**src/design/ica_pkg.sv**
```systemverilog
`default_nettype none
package ica_pkg;
    localparam int unsigned W = 32;
    // Divider layout: quotient bits resolved per stage, and stage count.
    localparam int unsigned DIV_BITS   = 4;
    localparam int unsigned DIV_STAGES = W / DIV_BITS;

    typedef enum logic [4:0] {
        OP_NEG = 5'd0, OP_NOT = 5'd1, OP_LNOT = 5'd2, OP_ADD = 5'd3, OP_SUB = 5'd4,
        OP_MUL = 5'd5, OP_UDIV = 5'd6, OP_SDIV = 5'd7, OP_SREM = 5'd8, OP_SMOD = 5'd9,
        OP_UMOD = 5'd10, OP_SRL = 5'd11, OP_SRA = 5'd12, OP_SLL = 5'd13, OP_OR = 5'd14,
        OP_AND = 5'd15, OP_XOR = 5'd16, OP_LEQ = 5'd17, OP_LNE = 5'd18, OP_LOR = 5'd19,
        OP_LAND = 5'd20, OP_EQ = 5'd21, OP_NE = 5'd22, OP_ULT = 5'd23, OP_SLT = 5'd24,
        OP_UGT = 5'd25, OP_SGT = 5'd26, OP_ULE = 5'd27, OP_SLE = 5'd28, OP_UGE = 5'd29,
        OP_SGE = 5'd30, OP_SEL = 5'd31
    } t_op;

    // Per-stage payload carried through the pipe.
    typedef struct packed {
        t_op          op;
        logic [W-1:0] a;     // divisor (magnitude for signed ops)
        logic [W-1:0] b;
        logic [W-1:0] rem;   // partial remainder
        logic [W-1:0] quo;   // dividend shifting out / quotient shifting in
        logic [W-1:0] res;   // result of non-divide ops
        logic         dz;
        logic         neg_q;
        logic         neg_r;
    } t_stage;
endpackage
`default_nettype wire

```
**src/design/ica_back.sv**
```systemverilog
`default_nettype none
// Final stage: sign fixup, modulo correction, result select.
module ica_back (
    input  wire ica_pkg::t_stage       i_st,
    input  wire logic [ica_pkg::W-1:0] i_prod,
    output logic [ica_pkg::W-1:0]  o_res,
    output logic                   o_dz
);
    localparam int unsigned W = ica_pkg::W;
    logic [W-1:0] q, r;

    always_comb begin
        q = i_st.neg_q ? (W'(0) - i_st.quo) : i_st.quo;
        r = i_st.neg_r ? (W'(0) - i_st.rem) : i_st.rem;
        o_dz = i_st.dz;
        case (i_st.op)
            ica_pkg::OP_MUL:  o_res = i_prod;
            ica_pkg::OP_UDIV, ica_pkg::OP_SDIV: o_res = q;
            ica_pkg::OP_SREM, ica_pkg::OP_UMOD: o_res = r;
            ica_pkg::OP_SMOD: o_res = ((r != '0) && (r[W-1] ^ i_st.b[W-1])) ?
                                      r + i_st.b : r;
            default:          o_res = i_st.res;
        endcase
        if (i_st.dz) o_res = '0;
    end
endmodule
`default_nettype wire

```
**config.mk**
```make
export PLATFORM = sky130hd
export DESIGN_NAME = ica_back
export DESIGN_NICKNAME = d
export VERILOG_FILES = /design/src/design/ica_pkg.sv /design/src/design/ica_back.sv
export SDC_FILE = /design/constraint.sdc
export NUM_CORES = 1
export LEC_CHECK = 0
export BUFFER_PORTS_ARGS = -buffer_cell sky130_fd_sc_hd__buf_2
export CORE_MARGIN = 10
export CORE_UTILIZATION = 54
export DETAILED_ROUTE_END_ITERATION = 6
export PLACE_DENSITY = 0.95
export SLEW_MARGIN = 20
export SYNTH_ARGS = -nofsm -noshare
export SYNTH_HDL_FRONTEND = slang
export SYNTH_SLANG_ARGS = --single-unit
```
**constraint.sdc**
```tcl
create_clock -name vclk -period 18.12
set_input_delay 5.436 -clock vclk [all_inputs]
set_output_delay 5.436 -clock vclk [all_outputs]
set_load 0.005 [all_outputs]
```
[Yosys cells after proc, flatten, opt, wreduce, memory -nomap -nowiden]
Index checks and enable logic that the tools add are counted.
Storage, ports and cells
  output and inout port bits: 33
  register bits after elaboration: 0
  bits of input ports: 200
  word-level logic and storage cells: 19
Operators by class
  muxes and demuxes: 5
  $add $sub $neg: 3
  equal/unequal tests: 6
  bitwise logic cells: 1
  reductions and logical operators: 4
Operators with widths (number)
  32-bit 2-to-1 mux: 4
  32-bit case mux with 4 select lines: 1
  1-bit by 32-bit subtractor with 32-bit output, first input constant: 2
  32-bit adder: 1
  32-bit nonzero test: 1
  5-bit by 3-bit equality test with 1-bit output, second input constant: 3
  5-bit by 4-bit equality test with 1-bit output, second input constant: 3
  2-bit OR reduction: 2
  1-bit logical AND: 1
  1-bit XOR: 1

[Depth between registers and ports, before layout]
  depth after elaboration: 7
  gate-level depth with buffers: 18
  mapped depth without buffers: 17

[Worst setup path before layout]
No wires, ideal clock.
  kind: input to output
  from: input port i_st[0] (netlist bit)
  to: output port o_res[23] (netlist bit)
  arrival: 8.907 ns
  setup slack: 3.777 ns
  cell stages on the path: 15
  data required time: 12.684 ns
  path through: clkbuf_1 clkbuf_1 buf_1 o21ai_0 xnor2_1 ha_1 and4_1 nor2b_1 o31a_1 o31ai_1 a211oi_1 or3_1 a21oi_1 xnor2_1 a22o_1
On the way
  word-level cells in the longest chain between the ends: 6
RTL lines
  start: declaration: RTL line ica_back.sv:4  | input wire ica_pkg::t_stage i_st,
  32-bit 2-to-1 mux *: RTL line ica_back.sv:14  | r = i_st.neg_r ? (W'(0) - i_st.rem) : i_st.rem;
  branches (longest 3 deep; another with 32-bit adder)
  32-bit case mux with 4 select lines *: RTL line ica_back.sv:16  | case (i_st.op)
  32-bit 2-to-1 mux *: RTL line ica_back.sv:24  | if (i_st.dz) o_res = '0;
  end: declaration: RTL line ica_back.sv:6  | output logic [ica_pkg::W-1:0] o_res,
Every way passes the cells marked *.

[Worst setup path in the final report]
  from: input port i_st[0] (netlist bit)
  to: output port o_res[20] (netlist bit)
The elaborated chain is that of the path after synthesis.

==> results.json <==
{
  "run_status": "complete, no violations",
  "grt_pass1_vias": 6367,
  "finalSetupTns_ns": 0,
  "postRouteWirelength_um": 20900,
  "cp_slowest_cell": "o21ai_0",
  "grt_first_pass_wirelength_um": 31900,
  "worstHoldPathType": "in2out",
  "row_count": 35,
  "seq_cell_count": 0,
  "yosysWarnings": 0,
  "hold_viol": 0,
  "path_buf_inv": 3,
  "grtUsageTotal": 0.286,
  "dieArea_mm2": 0.0135,
  "rsz0062_at_grt": "false",
  "fillers": 866,
  "arrival_ns": 9.94,
  "hold_buffers": 0,
  "netlist_instances": 739,
  "start_kind": "input pin",
  "holdPathStages": 4,
  "path_cells": "buf_2, inv_1, a21oi_1, xor2_1, ha_1, a21oi_1, nor3b_1, a211oi_1, a21oi_1, a21oi_1, o21ai_0, xnor2_1, a31oi_1, nor3_1, buf_2",
  "final.period_utilization": 0.848,
  "place.gp.congestion": 1.00,
  "fmax_mhz": 65.0,
  "avgViaCountPerCell": 6.75,
  "num_antenna_cells": 0,
  "dr.pass1.iters": 6,
  "finalCriticalPeriod_ns": 15.37,
  "initial_utilization": 0.548,
  "tightest_slew_ns": 0.721,
  "max-cap-violations": 0,
  "slew_headroom": 0.519,
  "port_buffers": 201,
  "synthesis.nets": 979,
  "critPathRequiredTime_ns": 12.68,
  "path_max_fanout": 40,
  "area_growth_pct": 19.8,
  "ios": 233,
  "crit_top_cell": "a21oi_1",
  "nets": 1138,
  "final_util": 0.656,
  "critPathKind": "in2out",
  "dpl.hpwl_um": 17300,
  "syn-cell-area_mm2": 0.00501,
  "die_width_um": 116,
  "grt_max_degree": 41,
  "hp-start": "i_st[6]",
  "whs_endpoint": "o_res[3]",
  "cts_resized": 0,
  "antenna_found_initial": 1,
  "syn_area_per_cell_um2": 6.78,
  "synth_cell_types": 78,
  "cts_setup_buffers": 0,
  "critical_path.top_delay_family": "compound AO/OA/AOI/OAI gates",
  "core_mm2": 0.00915,
  "startpoint": "i_st[0]",
  "die_y_um": 116,
  "num_vias": 6800,
  "overflow": 0,
  "clock_buffers": 0,
  "drive_gt1_frac": 0.260,
  "seq_area_frac_synth": 0,
  "drt_iter0_markers": 1017,
  "endpoint_kind": "output pin",
  "routedWlPerCell_um": 20.8,
  "ant_nets": 0,
  "ff_latch_area_um2": 0,
  "maxSlewViolCount": 0,
  "finalSetupViolCount": 0,
  "drcViolationCount": 0,
  "p_leak_nw": 2.75,
  "irDropWorstVdd_uv": 23.9,
  "pwr_density_cell_mw_per_mm2": 35.3,
  "crit_path_max_incr_delay_ns": 0.53
}
[worst min-delay path, stage by stage]
cell and delay (ns):
buf_2 0.10, nor2_1 0.09, nor4_1 0.06, buf_2 0.13
[routing by layer]
metal | vias up | global-route usage | routed length, µm
met4 | 0 | 0.0734 | 619
met2 | 499 | 0.477 | 9430
met5 | - | 0 | 0
li1 | 3169 | - | -
met1 | 3063 | 0.370 | 8250
met3 | 69 | 0.0488 | 2640
[through the flow]
stage / cell area, µm² / power [W] / worst slack (ns) / hold slack [ns] / instances
after floorplan: 5010 / 0.000141 / 3.78 / 10.95 / 739
after global placement: 6010 / 0.000202 / 2.98 / 11.25 / 1007
after detailed placement: 6010 / 0.000205 / 2.87 / 11.24 / 1007
after CTS: 6010 / 0.000206 / 2.87 / 11.25 / 1007
after global routing: 6010 / 0.000230 / 2.45 / 11.28 / 1007
final: 6010 / 0.000212 / 2.75 / 11.25 / 1007
[cells in the final DEF, fill, tap and decap left out, types with 8 or more instances in the layout]
master / synthesis / final
a31oi_1: 8 / 8
nor3_1: 16 / 15
nand3_1: 20 / 20
buf_2: 4 / 201
nor2_1: 67 / 67
nor4_1: 13 / 12
o32ai_1: 16 / 16
ha_1: 39 / 39
mux2i_1: 19 / 19
o31ai_1: 15 / 15
a21o_1: 19 / 19
a221o_1: 15 / 15
a211oi_1: 9 / 9
xor2_1: 30 / 30
a21oi_1: 68 / 67
o41ai_1: 8 / 8
xnor2_1: 57 / 57
o21ai_0: 47 / 47
or3_1: 13 / 13
nand2_1: 47 / 47
nand4_1: 9 / 9
a221oi_1: 8 / 8
inv_1: 24 / 24
[area by class of cell]
class                           count  area, µm²  share of cell area
Tap cell                          111        139              0.0231
Inverter                           24       90.1              0.0150
Timing Repair Buffer              208       1060               0.176
Multi-Input combinational cell    664       4720               0.786
[synthesized netlist by cell type (13+ instances only)]
library cell | number | share of area
a21oi_1 | 68 | 0.068
nor2_1 | 67 | 0.050
xnor2_1 | 57 | 0.10
nand2_1 | 47 | 0.035
o21ai_0 | 47 | 0.047
clkbuf_1 | 39 | 0.029
ha_1 | 39 | 0.097
xor2_1 | 30 | 0.052
inv_1 | 24 | 0.018
nand3_1 | 20 | 0.020
a21o_1 | 19 | 0.028
mux2i_1 | 19 | 0.038
nor3_1 | 16 | 0.016
o32ai_1 | 16 | 0.028
a221o_1 | 15 | 0.030
o31ai_1 | 15 | 0.022
nor4_1 | 13 | 0.016
or3_1 | 13 | 0.016
[how the worst max path moves through the flow]
stage,endpoint,slack [ns],depth (start not counted)
floorplan,o_res[23],3.78,15
global placement,o_res[27],2.98,14
detailed placement,o_res[27],2.87,14
CTS,o_res[27],2.87,14
global route,o_res[27],2.45,14
finish,o_res[20],2.75,15
[report_power, final]
part	switching, W	internal (W)	total [W]
registers	0	0	0
logic	0.000123	0.0000893	0.000212
clock network	0	0	0
total	0.000123	0.0000893	0.000212
[kinds of logic after synthesis]
| kind of cell | after synthesis | synth area share |
|---|---|---|
| AOI/OAI and AO/OA | 278 | 0.387 |
| and+or+nand+nor | 239 | 0.254 |
| xor gates and xnor gates | 87 | 0.152 |
| buffers and inverters | 75 | 0.0654 |
| adders and majority gates | 40 | 0.101 |
| muxes | 20 | 0.0402 |
(Power assumes the default switching activity.)
