### src/design/ica_pkg.sv
`default_nettype none
package ica_pkg;
    localparam int unsigned W = 32;
    // Divider layout: quotient bits resolved per stage, and stage count.
    localparam int unsigned DIV_BITS   = 4;
    localparam int unsigned DIV_STAGES = W / DIV_BITS;

    typedef enum logic [4:0] {
        OP_NEG = 5'd0, OP_NOT = 5'd1, OP_LNOT = 5'd2, OP_ADD = 5'd3, OP_SUB = 5'd4,
        OP_MUL = 5'd5, OP_UDIV = 5'd6, OP_SDIV = 5'd7, OP_SREM = 5'd8, OP_SMOD = 5'd9,
        OP_UMOD = 5'd10, OP_SRL = 5'd11, OP_SRA = 5'd12, OP_SLL = 5'd13, OP_OR = 5'd14,
        OP_AND = 5'd15, OP_XOR = 5'd16, OP_LEQ = 5'd17, OP_LNE = 5'd18, OP_LOR = 5'd19,
        OP_LAND = 5'd20, OP_EQ = 5'd21, OP_NE = 5'd22, OP_ULT = 5'd23, OP_SLT = 5'd24,
        OP_UGT = 5'd25, OP_SGT = 5'd26, OP_ULE = 5'd27, OP_SLE = 5'd28, OP_UGE = 5'd29,
        OP_SGE = 5'd30, OP_SEL = 5'd31
    } t_op;

    // Per-stage payload carried through the pipe.
    typedef struct packed {
        t_op          op;
        logic [W-1:0] a;     // divisor (magnitude for signed ops)
        logic [W-1:0] b;
        logic [W-1:0] rem;   // partial remainder
        logic [W-1:0] quo;   // dividend shifting out / quotient shifting in
        logic [W-1:0] res;   // result of non-divide ops
        logic         dz;
        logic         neg_q;
        logic         neg_r;
    } t_stage;
endpackage
`default_nettype wire

### src/design/ica_div_step.sv
`default_nettype none
// Restoring divide: DIV_BITS quotient bits per pipeline stage.
module ica_div_step (
    input  wire ica_pkg::t_stage i_st,
    output ica_pkg::t_stage      o_st
);
    localparam int unsigned W = ica_pkg::W;
    logic [W-1:0] r, q;
    logic [W:0]   t;

    always_comb begin
        r = i_st.rem;
        q = i_st.quo;
        t = '0;
        for (int k = 0; k < ica_pkg::DIV_BITS; k++) begin
            t = {r, q[W-1]};
            q = {q[W-2:0], 1'b0};
            if (t >= {1'b0, i_st.a}) begin
                t    = t - {1'b0, i_st.a};
                q[0] = 1'b1;
            end
            r = t[W-1:0];
        end
        o_st     = i_st;
        o_st.rem = r;
        o_st.quo = q;
    end
endmodule
`default_nettype wire

### config.mk
export PLATFORM = sky130hd
export DESIGN_NAME = ica_div_step
export DESIGN_NICKNAME = d
export VERILOG_FILES = /design/src/design/ica_pkg.sv /design/src/design/ica_div_step.sv
export SDC_FILE = /design/constraint.sdc
export NUM_CORES = 1
export LEC_CHECK = 0
export BUFFER_PORTS_ARGS = -buffer_cell sky130_fd_sc_hd__buf_4
export CAP_MARGIN = 25
export CORE_ASPECT_RATIO = 2
export CORE_MARGIN = 10
export CORE_UTILIZATION = 45
export DETAILED_ROUTE_END_ITERATION = 8
export PLACE_DENSITY = 0.79
export RECOVER_POWER = 100
export SLEW_MARGIN = 10
export SYNTH_ARGS = -nofsm -noshare
export SYNTH_HDL_FRONTEND = slang
export SYNTH_SLANG_ARGS = --single-unit
export TNS_END_PERCENT = 5
### constraint.sdc
create_clock -name vclk -period 22.5
set_input_delay 3.375 -clock vclk [all_inputs]
set_output_delay 3.375 -clock vclk [all_outputs]
set_load 0.1 [all_outputs]
# --- Word level (Yosys, flattened, before mapping) ---
# Index checks and enable logic that the tools add are counted.
# Widths: inputs -> output; s select.
totals:
  ff_bits: 0
  latch_bits: 0
  ramBits: 0
  mem_bits_ro: 0
  input_bits: 168
  output_inout_bits: 168
  elab_cells: 16
  memories: 0
op_classes:
  add_sub_neg: 4
  mul: 0
  div: 0
  order_cmp: 4
  n_eq_ne: 0
  shift: 0
  mux: 8
  n_bitwise: 0
  reduce_logical: 0
op_table:
  columns: ["operator", "n"]
  rows:
  - ["$ge 33x32->1", 4]
  - ["$mux 32", 4]
  - ["$sub 32x32->32", 4]
  - ["$mux 1", 4]

# --- Longest topological paths before layout ---
# Gate-level depths: netlist of the first run.
depth:
  ltp_word: 8
  mapped_depth: 53
  ltp_nobuf: 46

# --- Worst setup path before layout of the first run ---
# OpenSTA, ideal clock, no wires.
synth_path:
  path_kind: "input to output"
  from: "in i_st[132] in the netlist's numbering"
  to: "out o_st[67] in the netlist's numbering"
  arrival_ns: 15.653
  required_ns: 19.125
  path_slack_ns: 3.472
  path_stages: 50
  n_path_buf: 7
  path_cell_list: "inv_1 -> ha_1 -> nand2b_1 -> a211oi_2 -> o211ai_1 -> a2111oi_2 -> o21a_1 -> o21ai_2 -> inv_2 -> buf_2 -> buf_2 -> mux2_2 -> ha_1 -> a211oi_1 -> o21ai_0 -> a221oi_1 -> o21ai_1 -> a31oi_1 -> [14 not listed] -> a41oi_2 -> o2111a_1 -> buf_6 -> buf_6 -> mux2i_1 -> ha_1 -> nor2b_1 -> o21a_1 -> o21a_1 -> o31a_1 -> o221a_2 -> o21ai_0 -> o41a_1 -> o21ai_0 -> a211oi_1 -> mux2i_4 -> buf_12 -> mux2i_1"
synth_rtl:
  columns: ["element", "line_no", "rtl"]
  rows:
  - ["start: declaration", "ica_div_step.sv:4", "input wire ica_pkg::t_stage i_st,"]
  - ["end: declaration", "ica_div_step.sv:5", "output ica_pkg::t_stage o_st"]

==> summary.md, run 1 <==
| Metric | Value |
|---|---|
| Total number of vias | `9,447` |
| GR Layer Usage met2 | `0.456` |
| Detail Placement HPWL | `29,900 um` |
| Total GRT Usage | `0.241` |
| Hold path endpoint | `o_st[0]` |
| Antenna violations before repair | `0` |
| Hold-fix buffers at CTS | `0` |
| Synth cell types | `77` |
| Startpoint types | `primary input` |
| Setup TNS | `0 ns` |
| Final hold vios | `0` |
| Hold path depth | `0` |
| Register area | `0 um2` |
| Max Fanout on Critical Path | `32` |
| # clk buffers | `0` |
| Mapped Area | `9400 um2` |
| Max_slew headroom | `0.209` |
| Largest net degree at the start of global routing | `33` |
| Final Slew Violations | `0` |
| Number of remaining DRC errors | `0` |
| # diodes | `0` |
| Final Cycle Share | `0.935` |
| Number of synthesis warnings | `0` |
| Cts repair resizes | `0` |
| CP max-delay cell | `a21oi_1` |
| Status | `finished, final reports clean` |
| Die Ht | `224 um` |
| Share of the yosys chip area belonging to registers | `0` |
| RSZ-0062 raised after global routing | `false` |
| Min Clock Period, post-route | `21.03 ns` |
| Family with the most delay on the worst path | `compound AO/OA/AOI/OAI gates` |
| Syn-to-layout area delta | `0.506%` |
| Layout cells sized above 1 | `0.184` |
| Row count | `74` |
| Crit path buf inv count | `8` |
| Die Wd | `122 um` |
| GRT busiest layer | `met2` |
| Total wire length | `34,900 um` |
| Max-cap check violation count | `0` |
| Critical Path Most Common Cell | `buf_4` |
| Endpoint class of the critical path | `output pin` |
| Starting Density | `0.459` |
| Seq cells | `0` |
| Core Area | `20,500 um2` |
| Setup-failing EPs final | `0` |
| Nets@finish | `1,534` |
| Fmax | `47.6 MHz` |
| Min-delay src | `i_st[0]` |
| Worst Path Required | `19.12 ns` |
| Worst Hold Class | `primary input to output pin` |
| GRT Residual Overflow | `0` |
| First-iteration detailed-routing DRC count | `562` |
| Ports | `336` |
| WS Path Type | `primary input to output pin` |
| Net Count, Synth | `1,553` |
| Port bufs | `136` |
| Met1 GRT Util | `0.184` |
| Post-Syn Area per Cell | `7.50 um2` |
| Met3 Usage GRT | `0.0321` |
| Vias in the first global route | `9,748` |
| Die area | `27,400 um2` |
| Worst slew pin tran | `1.19 ns` |
| Routed length per instance | `23.3 um` |
| CP arrival | `17.65 ns` |
| Critical Path Max Stage Delay | `0.79 ns` |
| Via-to-Cell Ratio | `6.31` |
| Gpl congestion | `1.05` |
| First-pass GRT wire length | `52,100 um` |
| Post-Synthesis Cells | `1,253` |
| Post-CTS Repair Setup Buffers | `0` |
| Detail Route Antenna Nets | `0` |
| TritonRoute pass-1 iters | `5` |
## worst max path at each step
stage / startpoint / endpoint / cells past startpoint
floorplan: i_st[132] / o_st[67] / 50
global placement: i_st[132] / o_st[79] / 47
detailed placement: i_st[132] / o_st[68] / 47
CTS: i_st[132] / o_st[68] / 47
global route: i_st[132] / o_st[85] / 47
finish: i_st[132] / o_st[83] / 47
## final cells by class
class,instances,area [um2]
Timing Repair Buffer,140,903
Tap cell,266,333
Inverter,84,315
Fill cell,2121,11000
Multi-Input combinational cell,1008,7900
## per-stage QoR
stage	worst slack [ns]	hold slack, ns	util	area, um2	instances
after global placement	2.43	6.75	0.469	9600	1498
after CTS	2.14	6.75	0.469	9600	1498
after detailed placement	2.20	6.75	0.469	9600	1498
after floorplan	3.47	6.96	-	9400	1253
final	1.47	6.75	0.462	9450	1498
after global routing	0.453	6.75	0.462	9450	1498
## cells in the final DEF (no fill, tap or decap), types with 5 or more instances in the layout
cell and instances:
nor3_1 25, nand2_1 76, nand2b_1 17, mux2_2 41, nor4_1 7, a21oi_1 118
a311oi_1 7, or2_2 5, nor2b_1 13, a21o_1 37, xnor2_1 75, o211ai_1 12
nand4_1 22, o31ai_1 5, o31a_1 5, a31oi_1 13, mux2_4 50, nand3_1 30
and2_1 7, or3_1 7, clkbuf_2 11, mux2i_1 18, o21a_1 20, clkbuf_1 32
o21bai_1 16, a211oi_1 10, xor2_1 34, ha_1 128, o21ai_0 69, buf_4 97
nor2_1 66, inv_1 83
## synth_stat cells (4+ instances only)
cell type  count  area [um2]
o21ba_2        4        40.0
ha_1         128        1600
o21a_1        20         150
mux2_4        50         751
o21ai_1        4        20.0
xnor2_1       75         657
o211ai_1      12        90.1
xor2_1        34         298
o21ai_0       69         345
and2_1         7        43.8
a311oi_1       7        61.3
a211oi_1      10        75.1
nor2b_1       13        81.3
mux2i_1       18         180
a21o_1        37         278
nand2_1       76         285
and3_1         4        25.0
buf_6          4        45.0
o31a_1         5        43.8
mux2_2        42         473
nor3_1        25         125
nand2b_1      17         106
nor4_1         7        43.8
buf_4        132         991
fa_1           4        80.1
a31oi_1       13        81.3
a21oi_1      117         586
inv_1         83         312
or3_1          7        43.8
o21bai_1      16         120
o31ai_1        5        37.5
buf_2          6        30.0
nand3_1       30         150
nor2_1        66         248
a221oi_1       4        35.0
or2_2          5        31.3
clkbuf_1      16        60.1
nand4_1       22         138
## cell families (layout without fill, tap and decap cells)
kind of cell | count (synthesis) | after routing | share of synthesized area
AOI/OAI and AO/OA | 363 | 363 | 0.255
xor gates and xnor gates | 109 | 109 | 0.102
adders and majority gates | 132 | 132 | 0.179
muxes | 112 | 112 | 0.153
and+or+nand+nor | 292 | 292 | 0.152
buffers and inverters | 245 | 224 | 0.160
## metal layers
layer,part of all wire,vias to the layer above
met4,0.14,0
met5,0,-
met1,0.28,4271
li1,-,4405
met3,0.061,279
met2,0.52,492
Power of run 1 is not shown: default switching activity piles up to over one toggle a cycle in this logic, so the estimate is an artifact.
==> inputs of run 2 (changes only) <==
--- a/config.mk
+++ b/config.mk
@@ -11,7 +11,7 @@
 export CORE_MARGIN = 10
 export CORE_UTILIZATION = 45
 export DETAILED_ROUTE_END_ITERATION = 8
-export PLACE_DENSITY = 0.79
+export PLACE_DENSITY = 0.73
 export RECOVER_POWER = 100
 export SLEW_MARGIN = 10
 export SYNTH_ARGS = -nofsm -noshare
==> run 2 against run 1 <==
Non-clock buffer count did not move. Die area did not move. Global-route usage fell by 0.81 points. Critical path depth did not move. Highest routed layer unchanged.
==> summary.md, run 2 (same netlist as run 1, synthesis figures left out) <==
| Metric | Value |
|---|---|
| Worst slew pin tran | `1.29 ns (+0.103 ns)` |
| Critical Path Max Stage Delay | `0.74 ns (-0.05 ns)` |
| First-iteration detailed-routing DRC count | `368 (-35%)` |
| Total number of vias | `9,270 (-1.9%)` |
| Starting Density | `0.459 (unchanged)` |
| Final hold vios | `0 (unchanged)` |
| Via-to-Cell Ratio | `6.19 (-1.9%)` |
| Max-cap check violation count | `0 (unchanged)` |
| Number of remaining DRC errors | `0 (unchanged)` |
| Total wire length | `34,100 um (-2.1%)` |
| CP max-delay cell | `o2111a_2` |
| Layout fillers | `2,120 (-0.047%)` |
| Antenna violations before repair | `0 (unchanged)` |
| Min Clock Period, post-route | `21.10 ns (+0.0731 ns)` |
| Final setup margin | `1.40 ns (-0.0732 ns)` |
| Core Area | `20,500 um2 (unchanged)` |
| First-pass GRT wire length | `50,400 um (-3.2%)` |
| Register area | `0 um2 (unchanged)` |
| Port bufs | `136 (unchanged)` |
| Post-CTS Repair Setup Buffers | `0 (unchanged)` |
| Critical Path Most Common Cell | `ha_1` |
| Largest net degree at the start of global routing | `33 (unchanged)` |
| Setup-failing EPs final | `0 (unchanged)` |
| Total GRT Usage | `0.233 (-0.00812)` |
| Nets@finish | `1,534 (unchanged)` |
| Hold-fix buffers at CTS | `0 (unchanged)` |
| Seq cells | `0 (unchanged)` |
| RSZ-0062 raised after global routing | `false` |
| Detail Route Antenna Nets | `0 (unchanged)` |
| WS Path Type | `primary input to output pin` |
| Gpl congestion | `1.02 (-2.3%)` |
| Die Ht | `224 um (unchanged)` |
| Final Non-Filler Cells | `1,498 (unchanged)` |
| Fmax | `47.4 MHz (-0.35%)` |
| Startpoint types | `primary input` |
| CP arrival | `17.72 ns (+0.07 ns)` |
| GRT Residual Overflow | `0 (unchanged)` |
| Ports | `336 (unchanged)` |
| Cell area after layout | `9490 um2 (+0.41%)` |
| Max Fanout on Critical Path | `32 (unchanged)` |
| Final Slew Violations | `0 (unchanged)` |
| Routed length per instance | `22.8 um (-2.1%)` |
| # clk buffers | `0 (unchanged)` |
| Die area | `27,400 um2 (unchanged)` |
| Endpoint class of the critical path | `output pin` |
| Most frequent cells in the layout | `ha_1, a21oi_1, buf_4` |
| Setup WS pre-CTS | `1.80 ns (-0.401 ns)` |
| Layout cells sized above 1 | `0.184 (unchanged)` |
| Syn-to-layout area delta | `0.918%` |
| Max_slew headroom | `0.141 (-0.0684)` |
| Cts repair resizes | `0 (unchanged)` |
| Worst Path Required | `19.12 ns (about the same)` |
| TritonRoute pass-1 iters | `5 (unchanged)` |
| Cell area after placement | `9590 um2 (about the same)` |
| Commonest non-fill, non-tap cell in the layout | `ha_1` |
| Dpl cells | `1,497 (-0.067%)` |
| Final Cycle Share | `0.938 (+0.00325)` |
| Die Wd | `122 um (unchanged)` |
| Detail Placement HPWL | `29,500 um (-1.2%)` |
| # diodes | `0 (unchanged)` |
| Worst Hold Class | `primary input to output pin` |
| Vias in the first global route | `9,636 (-1.1%)` |
| Status | `finished, final reports clean` |
| Setup TNS | `0 ns (unchanged)` |
| Row count | `74 (unchanged)` |
==> run 2: cell types whose count changed in the layout (fill, tap and decap cells not counted), sizes merged <==
cell    before  now
buf         97  108
clkbuf      43   32
==> run 2: metal layers <==
layer  up-vias  track usage  wire [um]
met1      4243        0.174       9970
met4         0        0.252       4220
met2       366        0.466      18600
met5         -            0          0
li1       4399            -          -
met3       262       0.0156       1360
==> run 2: final timing paths <==
| path | endpoint | slack, ns | cells after the start | from |
|---|---|---|---|---|
| max | o_st[79] | 1.40 | 47 | i_st[135] |
| min | o_st[105] | 6.75 | 0 | i_st[105] |
==> run 2: final cells by class <==
class | instances | area (um2) | area share
timing repair buffer | 140 | 938 | 0.0989
tap | 266 | 333 | 0.0351
inverter | 84 | 315 | 0.0332
multi-input combinational | 1008 | 7900 | 0.833
==> run 2: stage by stage <==
step	utilization	hold slack [ns]
4_1_cts	0.469	6.75
3_3_place_gp	0.469	6.75
6_report	0.464	6.75
3_5_place_dp	0.469	6.75
2_1_floorplan	-	6.96
5_1_grt	0.464	6.75
==> run 2: critical path, delay by kind of cell <==
kind                       cells  cell delay [ns]
AOI/OAI and AO/OA             24             6.99
and+or+nand+nor                8             2.04
buffers and inverters          6             2.00
muxes                          5             1.90
adders and majority gates      4             1.37
Power of run 2 is left out for the same reason.
