File: config.mk
export PLATFORM = sky130hd
export DESIGN_NAME = ica_front
export DESIGN_NICKNAME = d
export VERILOG_FILES = /design/src/design/ica_pkg.sv /design/src/design/ica_front.sv
export SDC_FILE = /design/constraint.sdc
export NUM_CORES = 1
export LEC_CHECK = 0
export BUFFER_PORTS_ARGS = -buffer_cell sky130_fd_sc_hd__buf_2
export CORE_AREA = 2 2 185 187
export DETAILED_ROUTE_END_ITERATION = 7
export DIE_AREA = 0 0 187 189
export SLEW_MARGIN = 30
export SYNTH_ARGS = -nofsm -noshare
export SYNTH_HDL_FRONTEND = slang
export SYNTH_SLANG_ARGS = --single-unit
File: constraint.sdc
create_clock -name vclk -period 6.4
set_input_delay 1.28 -clock vclk [all_inputs]
set_output_delay 1.28 -clock vclk [all_outputs]
set_load 0.01 [all_outputs]
File: src/design/ica_pkg.sv
`default_nettype none
package ica_pkg;
    localparam int unsigned W = 32;
    // Divider layout: quotient bits resolved per stage, and stage count.
    localparam int unsigned DIV_BITS   = 4;
    localparam int unsigned DIV_STAGES = W / DIV_BITS;

    typedef enum logic [4:0] {
        OP_NEG = 5'd0, OP_NOT = 5'd1, OP_LNOT = 5'd2, OP_ADD = 5'd3, OP_SUB = 5'd4,
        OP_MUL = 5'd5, OP_UDIV = 5'd6, OP_SDIV = 5'd7, OP_SREM = 5'd8, OP_SMOD = 5'd9,
        OP_UMOD = 5'd10, OP_SRL = 5'd11, OP_SRA = 5'd12, OP_SLL = 5'd13, OP_OR = 5'd14,
        OP_AND = 5'd15, OP_XOR = 5'd16, OP_LEQ = 5'd17, OP_LNE = 5'd18, OP_LOR = 5'd19,
        OP_LAND = 5'd20, OP_EQ = 5'd21, OP_NE = 5'd22, OP_ULT = 5'd23, OP_SLT = 5'd24,
        OP_UGT = 5'd25, OP_SGT = 5'd26, OP_ULE = 5'd27, OP_SLE = 5'd28, OP_UGE = 5'd29,
        OP_SGE = 5'd30, OP_SEL = 5'd31
    } t_op;

    // Per-stage payload carried through the pipe.
    typedef struct packed {
        t_op          op;
        logic [W-1:0] a;     // divisor (magnitude for signed ops)
        logic [W-1:0] b;
        logic [W-1:0] rem;   // partial remainder
        logic [W-1:0] quo;   // dividend shifting out / quotient shifting in
        logic [W-1:0] res;   // result of non-divide ops
        logic         dz;
        logic         neg_q;
        logic         neg_r;
    } t_stage;
endpackage
`default_nettype wire

File: src/design/ica_front.sv
`default_nettype none
// Entry stage: decode, simple ops, divider operand preparation.
module ica_front (
    input  wire logic [4:0]             i_kind,
    input  wire logic [ica_pkg::W-1:0]  i_a,
    input  wire logic [ica_pkg::W-1:0]  i_b,
    input  wire logic [ica_pkg::W-1:0]  i_c,
    output ica_pkg::t_stage             o_st
);
    localparam int unsigned W = ica_pkg::W;
    logic ta, tb, sa, sb, ult, slt, big;
    logic [W-1:0] maga, magb, sh, res;
    logic [4:0] amt;
    ica_pkg::t_op op;
    logic is_div, sgn;

    always_comb begin
        op   = ica_pkg::t_op'(i_kind);
        ta   = |i_a;
        tb   = |i_b;
        sa   = i_a[W-1];
        sb   = i_b[W-1];
        ult  = i_a < i_b;
        slt  = $signed(i_a) < $signed(i_b);
        big  = |i_b[W-1:5];
        amt  = i_b[4:0];
        maga = sa ? (W'(0) - i_a) : i_a;
        magb = sb ? (W'(0) - i_b) : i_b;
        sh   = '0;
        case (op)
            ica_pkg::OP_SRL: sh = big ? '0 : (i_a >> amt);
            ica_pkg::OP_SRA: sh = big ? {W{sa}} : W'($signed(i_a) >>> amt);
            ica_pkg::OP_SLL: sh = big ? '0 : (i_a << amt);
            default:         sh = '0;
        endcase
        res = '0;
        case (op)
            ica_pkg::OP_NEG:  res = W'(0) - i_a;
            ica_pkg::OP_NOT:  res = ~i_a;
            ica_pkg::OP_LNOT: res = W'(!ta);
            ica_pkg::OP_ADD:  res = i_a + i_b;
            ica_pkg::OP_SUB:  res = i_a - i_b;
            ica_pkg::OP_SRL, ica_pkg::OP_SRA, ica_pkg::OP_SLL: res = sh;
            ica_pkg::OP_OR:   res = i_a | i_b;
            ica_pkg::OP_AND:  res = i_a & i_b;
            ica_pkg::OP_XOR:  res = i_a ^ i_b;
            ica_pkg::OP_LEQ:  res = W'(ta == tb);
            ica_pkg::OP_LNE:  res = W'(ta != tb);
            ica_pkg::OP_LOR:  res = W'(ta || tb);
            ica_pkg::OP_LAND: res = W'(ta && tb);
            ica_pkg::OP_EQ:   res = W'(i_a == i_b);
            ica_pkg::OP_NE:   res = W'(i_a != i_b);
            ica_pkg::OP_ULT:  res = W'(ult);
            ica_pkg::OP_SLT:  res = W'(slt);
            ica_pkg::OP_UGT:  res = W'(!ult && (i_a != i_b));
            ica_pkg::OP_SGT:  res = W'(!slt && (i_a != i_b));
            ica_pkg::OP_ULE:  res = W'(ult || (i_a == i_b));
            ica_pkg::OP_SLE:  res = W'(slt || (i_a == i_b));
            ica_pkg::OP_UGE:  res = W'(!ult);
            ica_pkg::OP_SGE:  res = W'(!slt);
            ica_pkg::OP_SEL:  res = ta ? i_b : i_c;
            default:          res = '0;
        endcase
        is_div = (op == ica_pkg::OP_UDIV) || (op == ica_pkg::OP_SDIV) ||
                 (op == ica_pkg::OP_SREM) || (op == ica_pkg::OP_SMOD) ||
                 (op == ica_pkg::OP_UMOD);
        sgn = (op == ica_pkg::OP_SDIV) || (op == ica_pkg::OP_SREM) ||
              (op == ica_pkg::OP_SMOD);
        o_st.op    = op;
        o_st.b     = i_b;
        o_st.rem   = '0;
        o_st.quo   = sgn ? maga : i_a;
        o_st.res   = res;
        o_st.dz    = is_div && !tb;
        o_st.neg_q = sgn && (sa ^ sb);
        o_st.neg_r = sgn && sa;
        // divisor magnitude travels in a for signed ops; original b kept for modulo fixup
        o_st.a     = sgn ? magb : i_b;
    end
endmodule
`default_nettype wire

### Yosys cells after proc, flatten, opt, wreduce, memory -nomap -nowiden

Cells that the tools add are included.

| word-level totals | value |
|---|---|
| logic and storage cells | 82 |
| output and inout port bits | 168 |
| bits of input ports | 101 |
| register bits | 0 |

| cells by class | value |
|---|---|
| bitwise operators | 5 |
| multiplexer cells | 10 |
| equal/unequal tests | 34 |
| order comparisons | 2 |
| add/sub/neg operators | 4 |
| reductions and logical operators | 24 |
| shifts and indexed selects | 3 |

Operators by type and width:

| kind | count |
|---|---|
| 32-bit one-hot mux with 24 select lines | 1 |
| 32-bit two-way mux | 8 |
| 32-bit one-hot mux with 3 select lines | 1 |
| 5-bit == test, second input constant | 16 |
| 32-bit less-than comparator | 2 |
| 32-bit OR reduction | 2 |
| 1-bit by 32-bit subtractor with 32-bit output, first input constant | 2 |
| 5-bit by 4-bit == test with 1-bit output, second input constant | 8 |
| 32-bit adder | 1 |
| 32-bit AND | 1 |
| 32-bit == test | 1 |
| 32-bit != test | 1 |
| 32-bit inverter | 1 |
| 32-bit OR | 1 |
| 32-bit by 5-bit << shifter with 32-bit output | 1 |
| 32-bit by 5-bit >> shifter with 32-bit output | 1 |
| 32-bit by 5-bit >>> shifter with 32-bit output | 1 |
| 32-bit subtractor | 1 |
| 32-bit bitwise XOR | 1 |
| 27-bit OR reduction | 1 |
| 5-bit by 3-bit == test with 1-bit output, second input constant | 3 |
| 5-bit by 2-bit == test with 1-bit output, second input constant | 2 |
| 1-bit logical OR | 9 |
| 1-bit logical AND | 6 |
| other kinds (7) | 10 |

### Longest topological paths before layout

Gate-level depths: netlist (run 1).

| depth | value |
|---|---|
| word-level depth | 6 |
| mapped depth | 22 |
| mapped depth without buffers | 18 |

### Worst setup path after synthesis (run 1)

OpenSTA, ideal clock, no wires.

| timing path | value |
|---|---|
| path kind | input to output |
| start | in i_b[0] (netlist bit) |
| end | out o_st[3] (netlist bit) |
| path buffers | 4 |
| arrival time | 5647 ps |
| required time | 5120 ps |
| slack | -527 ps |
| stages | 21 |
| path through | buf_4 > buf_6 > buf_2 > buf_2 > inv_1 > ha_1 > nand4_4 > or4_4 > or4_4 > nor3_4 > nand3_2 > or2_4 > ha_1 > mux2_2 > nand4_1 > o21ai_0 > a221oi_1 > o2111ai_1 > a31o_1 > nor4_2 > o311ai_1 |

RTL lines:

| element | RTL line | source |
|---|---|---|
| start, declared | ica_front.sv:6 | `input wire logic [ica_pkg::W-1:0] i_b,` |
| end, declared | ica_front.sv:8 | `output ica_pkg::t_stage o_st` |

==> results.sh, run 1 <==
export IMPL_status="complete, but fails checks"
export IMPL_violations="setup timing"
export IMPL_synth_compound_gate_area_share=0.314
export IMPL_yosys_area_share_adder=0.0993
export IMPL_finalCritPeriodShare=1.00
export IMPL_fmax_ghz=0.156
export IMPL_yosysTopAreaCell="mux4_2"
export IMPL_n_sequential_cell=0
export IMPL_die_h_um=189
export IMPL_slowest_stage="or4_4"
export IMPL_crit_family="simple AND/OR/NAND/NOR gates"
export IMPL_powerDensity_nw_per_um2=80.0
export IMPL_yosysSeqAreaShare=0
export IMPL_final_common_cell="buf_2"
export IMPL_dieArea_um2=35300
export IMPL_grt_ovfl_total=0
export IMPL_worstPathArrival_ns=5.13
export IMPL_drc=0
export IMPL_register_area_um2=0
export IMPL_min_path_type="primary input to output port"
export IMPL_coreArea_um2=33300
export IMPL_grt_busiest_layer="met2"
export IMPL_grtUsageMet3=0.0834
export IMPL_cp_start_kind="primary input"
export IMPL_vias_per_cell=6.75
export IMPL_cpPeakStageDelay_ns=0.50
export IMPL_ant_nets=0
export IMPL_crit_type="primary input to output port"
export IMPL_synth_cell_types=99
export IMPL_synthSimpleGateAreaFrac=0.233
export IMPL_initial_utilization=0.398
export IMPL_clkbuf_count=0
export IMPL_grt_pass1_wl_mm=103
export IMPL_antenna_found_initial=0
export IMPL_finalCriticalPeriod_ns=6.41
export IMPL_maxSlewHeadroom=0.280
export IMPL_port_buffers=237
export IMPL_ios=269
export IMPL_drt_iter0_drc=2644
export IMPL_synth_top_cell_area_share=0.117
export IMPL_slew_violations=0
export IMPL_endpoint_kind="output port"
export IMPL_rsz0062_at_grt="true"
export IMPL_path_cells="buf_8 -> inv_6 -> ha_4 -> nand4_4 -> or4_4 -> or4_4 -> nor3_4 -> nand3_2 -> or2_4 -> ha_4 -> mux2_4 -> nand4_1 -> o21ai_1 -> a221oi_2 -> o2111ai_1 -> a31o_1 -> nor4_4 -> o311ai_2 -> buf_2"
export IMPL_drv_cap=0
export IMPL_crit_buf_inv=3
export IMPL_num_vias=17100
export IMPL_synth_xor_area_share=0.0529
export IMPL_fin_util=0.452
export IMPL_firstDrtPassIters=6
export IMPL_use_met1=0.516
export IMPL_syn_inst=1904
export IMPL_final_cell_area_um2=15100
export IMPL_yosysWarnings=0
export IMPL_placed_area_um2=14900
export IMPL_met2_usage=0.563
export IMPL_place_ws_ns=-0.190
export IMPL_drt_wl_total_mm=70.8
export IMPL_avgSynthCellArea_um2=6.96
export IMPL_synth_mux_area_frac=0.170
export IMPL_grt_total_usage=0.380
export IMPL_hpwl_mm=55.8
export IMPL_num_nets_final=2291
export IMPL_worst_slew_pin_slew_ns=1.07
export IMPL_holdBufCountCts=0
export IMPL_final_cell_mix="buf_2, nor2_1, nand2_1"
export IMPL_synthesis_area_um2=13200
export IMPL_syn_to_final_growth_pct=13.6
export IMPL_layout_setup_ws_ns=-0.0108
export IMPL_dieWidth_um=187
export IMPL_post_drt_wl_per_cell_um=27.9
export IMPL_leakage_nw=6.47
export IMPL_cp_max_fo=2
export IMPL_grt_max_degree=67
export IMPL_irDropWorstVdd_mv=0.0378
export IMPL_critPathRequiredTime_ns=5.12
export IMPL_synthTopCellsByArea="mux4_2, ha_1, nor2_1, xnor2_1, a21oi_1"
export IMPL_drive_above_1_share=0.259
export IMPL_synth_top_family_by_area="compound AO/OA/AOI/OAI gates"
export IMPL_core_rowCount=67
export IMPL_finalSetupViolCount=1
export IMPL_hold_viol=0
export IMPL_grt_pass1_vias=15700
export IMPL_routabilityCongestion=1.05
## path summary, 6_finish.rpt
check	startpoint	end	slack, ns	depth (start not counted)
min	i_a[0]	o_st[35]	2.84	2
max	i_b[1]	o_st[3]	-0.01	19
## cell families after synthesis
logic type / count (synthesis)
multiplexers: 137
AO/OA/AOI/OAI: 604
buffers and inverters: 348
other: 1
adder cells (fa/ha/maj): 104
AND/OR/NAND/NOR: 630
XOR/XNOR: 80
## what timing repair did
action | in CTS | in global routing
pin swaps | 9 | 0
gates resized for setup | 6 | 7
buffers inserted | 13 | 0
endpoints found under the setup margin | 1 | 4
## cell usage after synthesis (all sizes together) (5+ instances only)
cell type	n
or3	20
a211o	11
a2111oi	10
nand3	47
o311ai	10
a221o	15
clkbuf	110
and3	11
o211ai	32
nor2b	13
a31oi	26
nand2	161
o22ai	26
and2	11
a21o	21
nand2b	18
mux2	12
o2111ai	11
ha	102
a22o	7
xnor2	79
mux2i	56
nor3	65
or4	6
o21bai	12
o221a	5
a22oi	11
or2	12
o21ai	113
a211oi	26
nor4	30
o21a	13
a21oi	136
buf	134
inv	102
nand4	18
nor2	204
a221oi	35
mux4	69
o31ai	26
o221ai	19
## metal layers
metal	share of wire	vias to the layer above
met4	0.066	0
met1	0.39	8140
met3	0.13	271
met5	0	-
met2	0.42	1322
li1	-	7381
## area by class of cell
type	instances	area, um2
Inverter	104	400
Tap cell	448	561
Timing Repair Buffer	393	2380
Antenna cell	2	5.00
Fill cell	3563	18200
Multi-Input combinational cell	1587	11700
## per-stage QoR
step | hold slack (ns) | power (mW) | cells | TNS (ns)
2_1_floorplan | 2.65 | 0.761 | 1935 | -0.214
3_3_place_gp | 2.83 | 1.16 | 2519 | -0.186
3_5_place_dp | 2.84 | 1.16 | 2519 | -0.190
4_1_cts | 2.84 | 1.17 | 2532 | -0.0577
5_1_grt | 2.84 | 1.27 | 2532 | -0.350
6_report | 2.84 | 1.20 | 2534 | -0.0108
## report_power, final
group / switching [mW] / internal (mW)
clock: 0 / 0.00000000274
sequential: 0 / 0
combinational: 0.756 / 0.448
Power figures use the tool's default switching activity.
==> run 2, diff against run 1 <==
--- a/config.mk
+++ b/config.mk
@@ -5,10 +5,11 @@
 export SDC_FILE = /design/constraint.sdc
 export NUM_CORES = 1
 export LEC_CHECK = 0
-export BUFFER_PORTS_ARGS = -buffer_cell sky130_fd_sc_hd__buf_2
 export CORE_AREA = 2 2 185 187
 export DETAILED_ROUTE_END_ITERATION = 7
 export DIE_AREA = 0 0 187 189
+export DONT_BUFFER_PORTS = 1
+export SETUP_SLACK_MARGIN = 0.2
 export SLEW_MARGIN = 30
 export SYNTH_ARGS = -nofsm -noshare
 export SYNTH_HDL_FRONTEND = slang
==> results.sh, run 2 (synthesis gave the netlist of run 1 again) <==
export IMPL_drt_iter0_drc=2381
export IMPL_crit_family="simple AND/OR/NAND/NOR gates"
export IMPL_status="finished clean"
export IMPL_slew_violations=0
export IMPL_finalCriticalPeriod_ns=6.21
export IMPL_ios=269
export IMPL_ant_nets=0
export IMPL_routabilityCongestion=1.04
export IMPL_drc=0
export IMPL_num_vias=15700
export IMPL_cp_depth=17
export IMPL_drv_cap=0
export IMPL_hold_ws_ns=2.56
export IMPL_coreArea_um2=33300
export IMPL_die_h_um=189
export IMPL_antenna_found_initial=2
export IMPL_powerDensity_nw_per_um2=70.0
export IMPL_wl_met2_mm=29.2
export IMPL_total_power_mw=0.918
export IMPL_core_rowCount=67
export IMPL_switching_share=0.620
export IMPL_irDropWorstVdd_mv=0.0242
export IMPL_crit_type="primary input to output port"
export IMPL_grt_max_degree=94
export IMPL_port_buffers=0
export IMPL_switchingPower_mw=0.569
export IMPL_maxSlewHeadroom=0.305
export IMPL_endpoint_kind="output port"
export IMPL_fmax_ghz=0.161
export IMPL_seq_power_share=0
export IMPL_firstDrtPassIters=8
export IMPL_drt_wl_total_mm=67.6
export IMPL_n_sequential_cell=0
export IMPL_final_cell_mix="nor2_1, nand2_1, a21oi_1"
export IMPL_grt_total_usage=0.361
export IMPL_syn_to_final_growth_pct=-1.05
export IMPL_layout_setup_ws_ns=0.193
export IMPL_slowest_stage="or4_4"
export IMPL_post_drt_wl_per_cell_um=30.8
export IMPL_hold_depth=0
export IMPL_num_nets_final=1954
export IMPL_worstPathArrival_ns=4.93
export IMPL_crit_buf_inv=1
export IMPL_hold_viol=0
export IMPL_holdBufCountCts=0
export IMPL_path_cells="inv_12 -> ha_4 -> nand4_4 -> or4_4 -> or4_4 -> nor3_4 -> nand3_2 -> or2_4 -> ha_4 -> mux2_4 -> nand4_1 -> o21ai_1 -> a221oi_2 -> o2111ai_1 -> a31o_1 -> nor4_4 -> o311ai_4"
export IMPL_cp_start_kind="primary input"
export IMPL_leakage_nw=5.04
export IMPL_p_comb_frac=1.000
export IMPL_fin_util=0.394
export IMPL_antenna_cells=0
export IMPL_clkbuf_count=0
export IMPL_final_common_cell="nor2_1"
export IMPL_cp_max_fo=69
export IMPL_worst_slew_pin_slew_ns=1.03
export IMPL_min_path_type="primary input to output port"
export IMPL_vias_per_cell=7.16
export IMPL_critPathRequiredTime_ns=5.12
export IMPL_routed_top_layer="met5"
export IMPL_finalSetupViolCount=0
export IMPL_wl_met1_mm=26.4
export IMPL_hpwl_mm=52.0
export IMPL_dieArea_um2=35300
export IMPL_drive_above_1_share=0.117
export IMPL_cpPeakStageDelay_ns=0.55
export IMPL_grt_pass1_vias=14000
export IMPL_dieWidth_um=187
export IMPL_grt_pass1_wl_mm=97.1
export IMPL_finalCritPeriodShare=0.970
export IMPL_clkPwrFrac=0
export IMPL_met3_length_mm=7.86
export IMPL_register_area_um2=0
export IMPL_initial_utilization=0.398
export IMPL_place_ws_ns=0.0164
export IMPL_p_int_mw=0.349
export IMPL_rsz0062_at_grt="true"
export IMPL_grt_ovfl_total=0
-- run 2: cell types whose count changed in the layout (fill, tap and decap cells not counted), moves of 2 or more --
cell     delta
diode_2     -2
o21ai_0     +2
o21ai_2     -2
buf_2     -234
buf_4     -101
-- run 2: final cells by class --
class	instances	area [um2]
Multi-Input combinational cell	1587	11700
Tap cell	448	561
Fill cell	3616	20200
Inverter	104	408
Timing Repair Buffer	56	420
-- run 2: timing repair --
action / 4_1_cts / 5_1_grt
buffers inserted: 3 / 0
resized for setup: 4 / 3
pin swaps: 10 / 3
gates cloned: 0 / 0
endpoints found under the setup margin: 1 / 1
-- run 2: worst paths after layout --
kind	startpoint	endpoint	slack (ns)
hold / removal	i_b[17]	o_st[116]	2.56
setup / recovery	i_b[1]	o_st[3]	0.19
-- run 2: power by group through the flow --
stage	clock network, mW	registers [mW]	logic [mW]
floorplan	0	0	0.761
global placement	0	0	0.882
detailed placement	0	0	0.880
CTS	0	0	0.887
global route	0	0	0.975
finish	0	0	0.918
-- run 2: per-stage QoR --
| step | TNS [ns] | cell area [um2] | cells |
|---|---|---|---|
| floorplan | -0.214 | 13500 | 1935 |
| global placement | 0 | 13000 | 2192 |
| detailed placement | 0 | 13000 | 2192 |
| CTS | 0 | 13100 | 2195 |
| global route | 0 | 13100 | 2195 |
| finish | 0 | 13100 | 2195 |
-- run 2: metal layers --
layer / vias up / track usage
li1: 6710 / -
met1: 7588 / 0.478
met4: 4 / 0.172
met5: - / 0
met2: 1207 / 0.558
met3: 218 / 0.0788
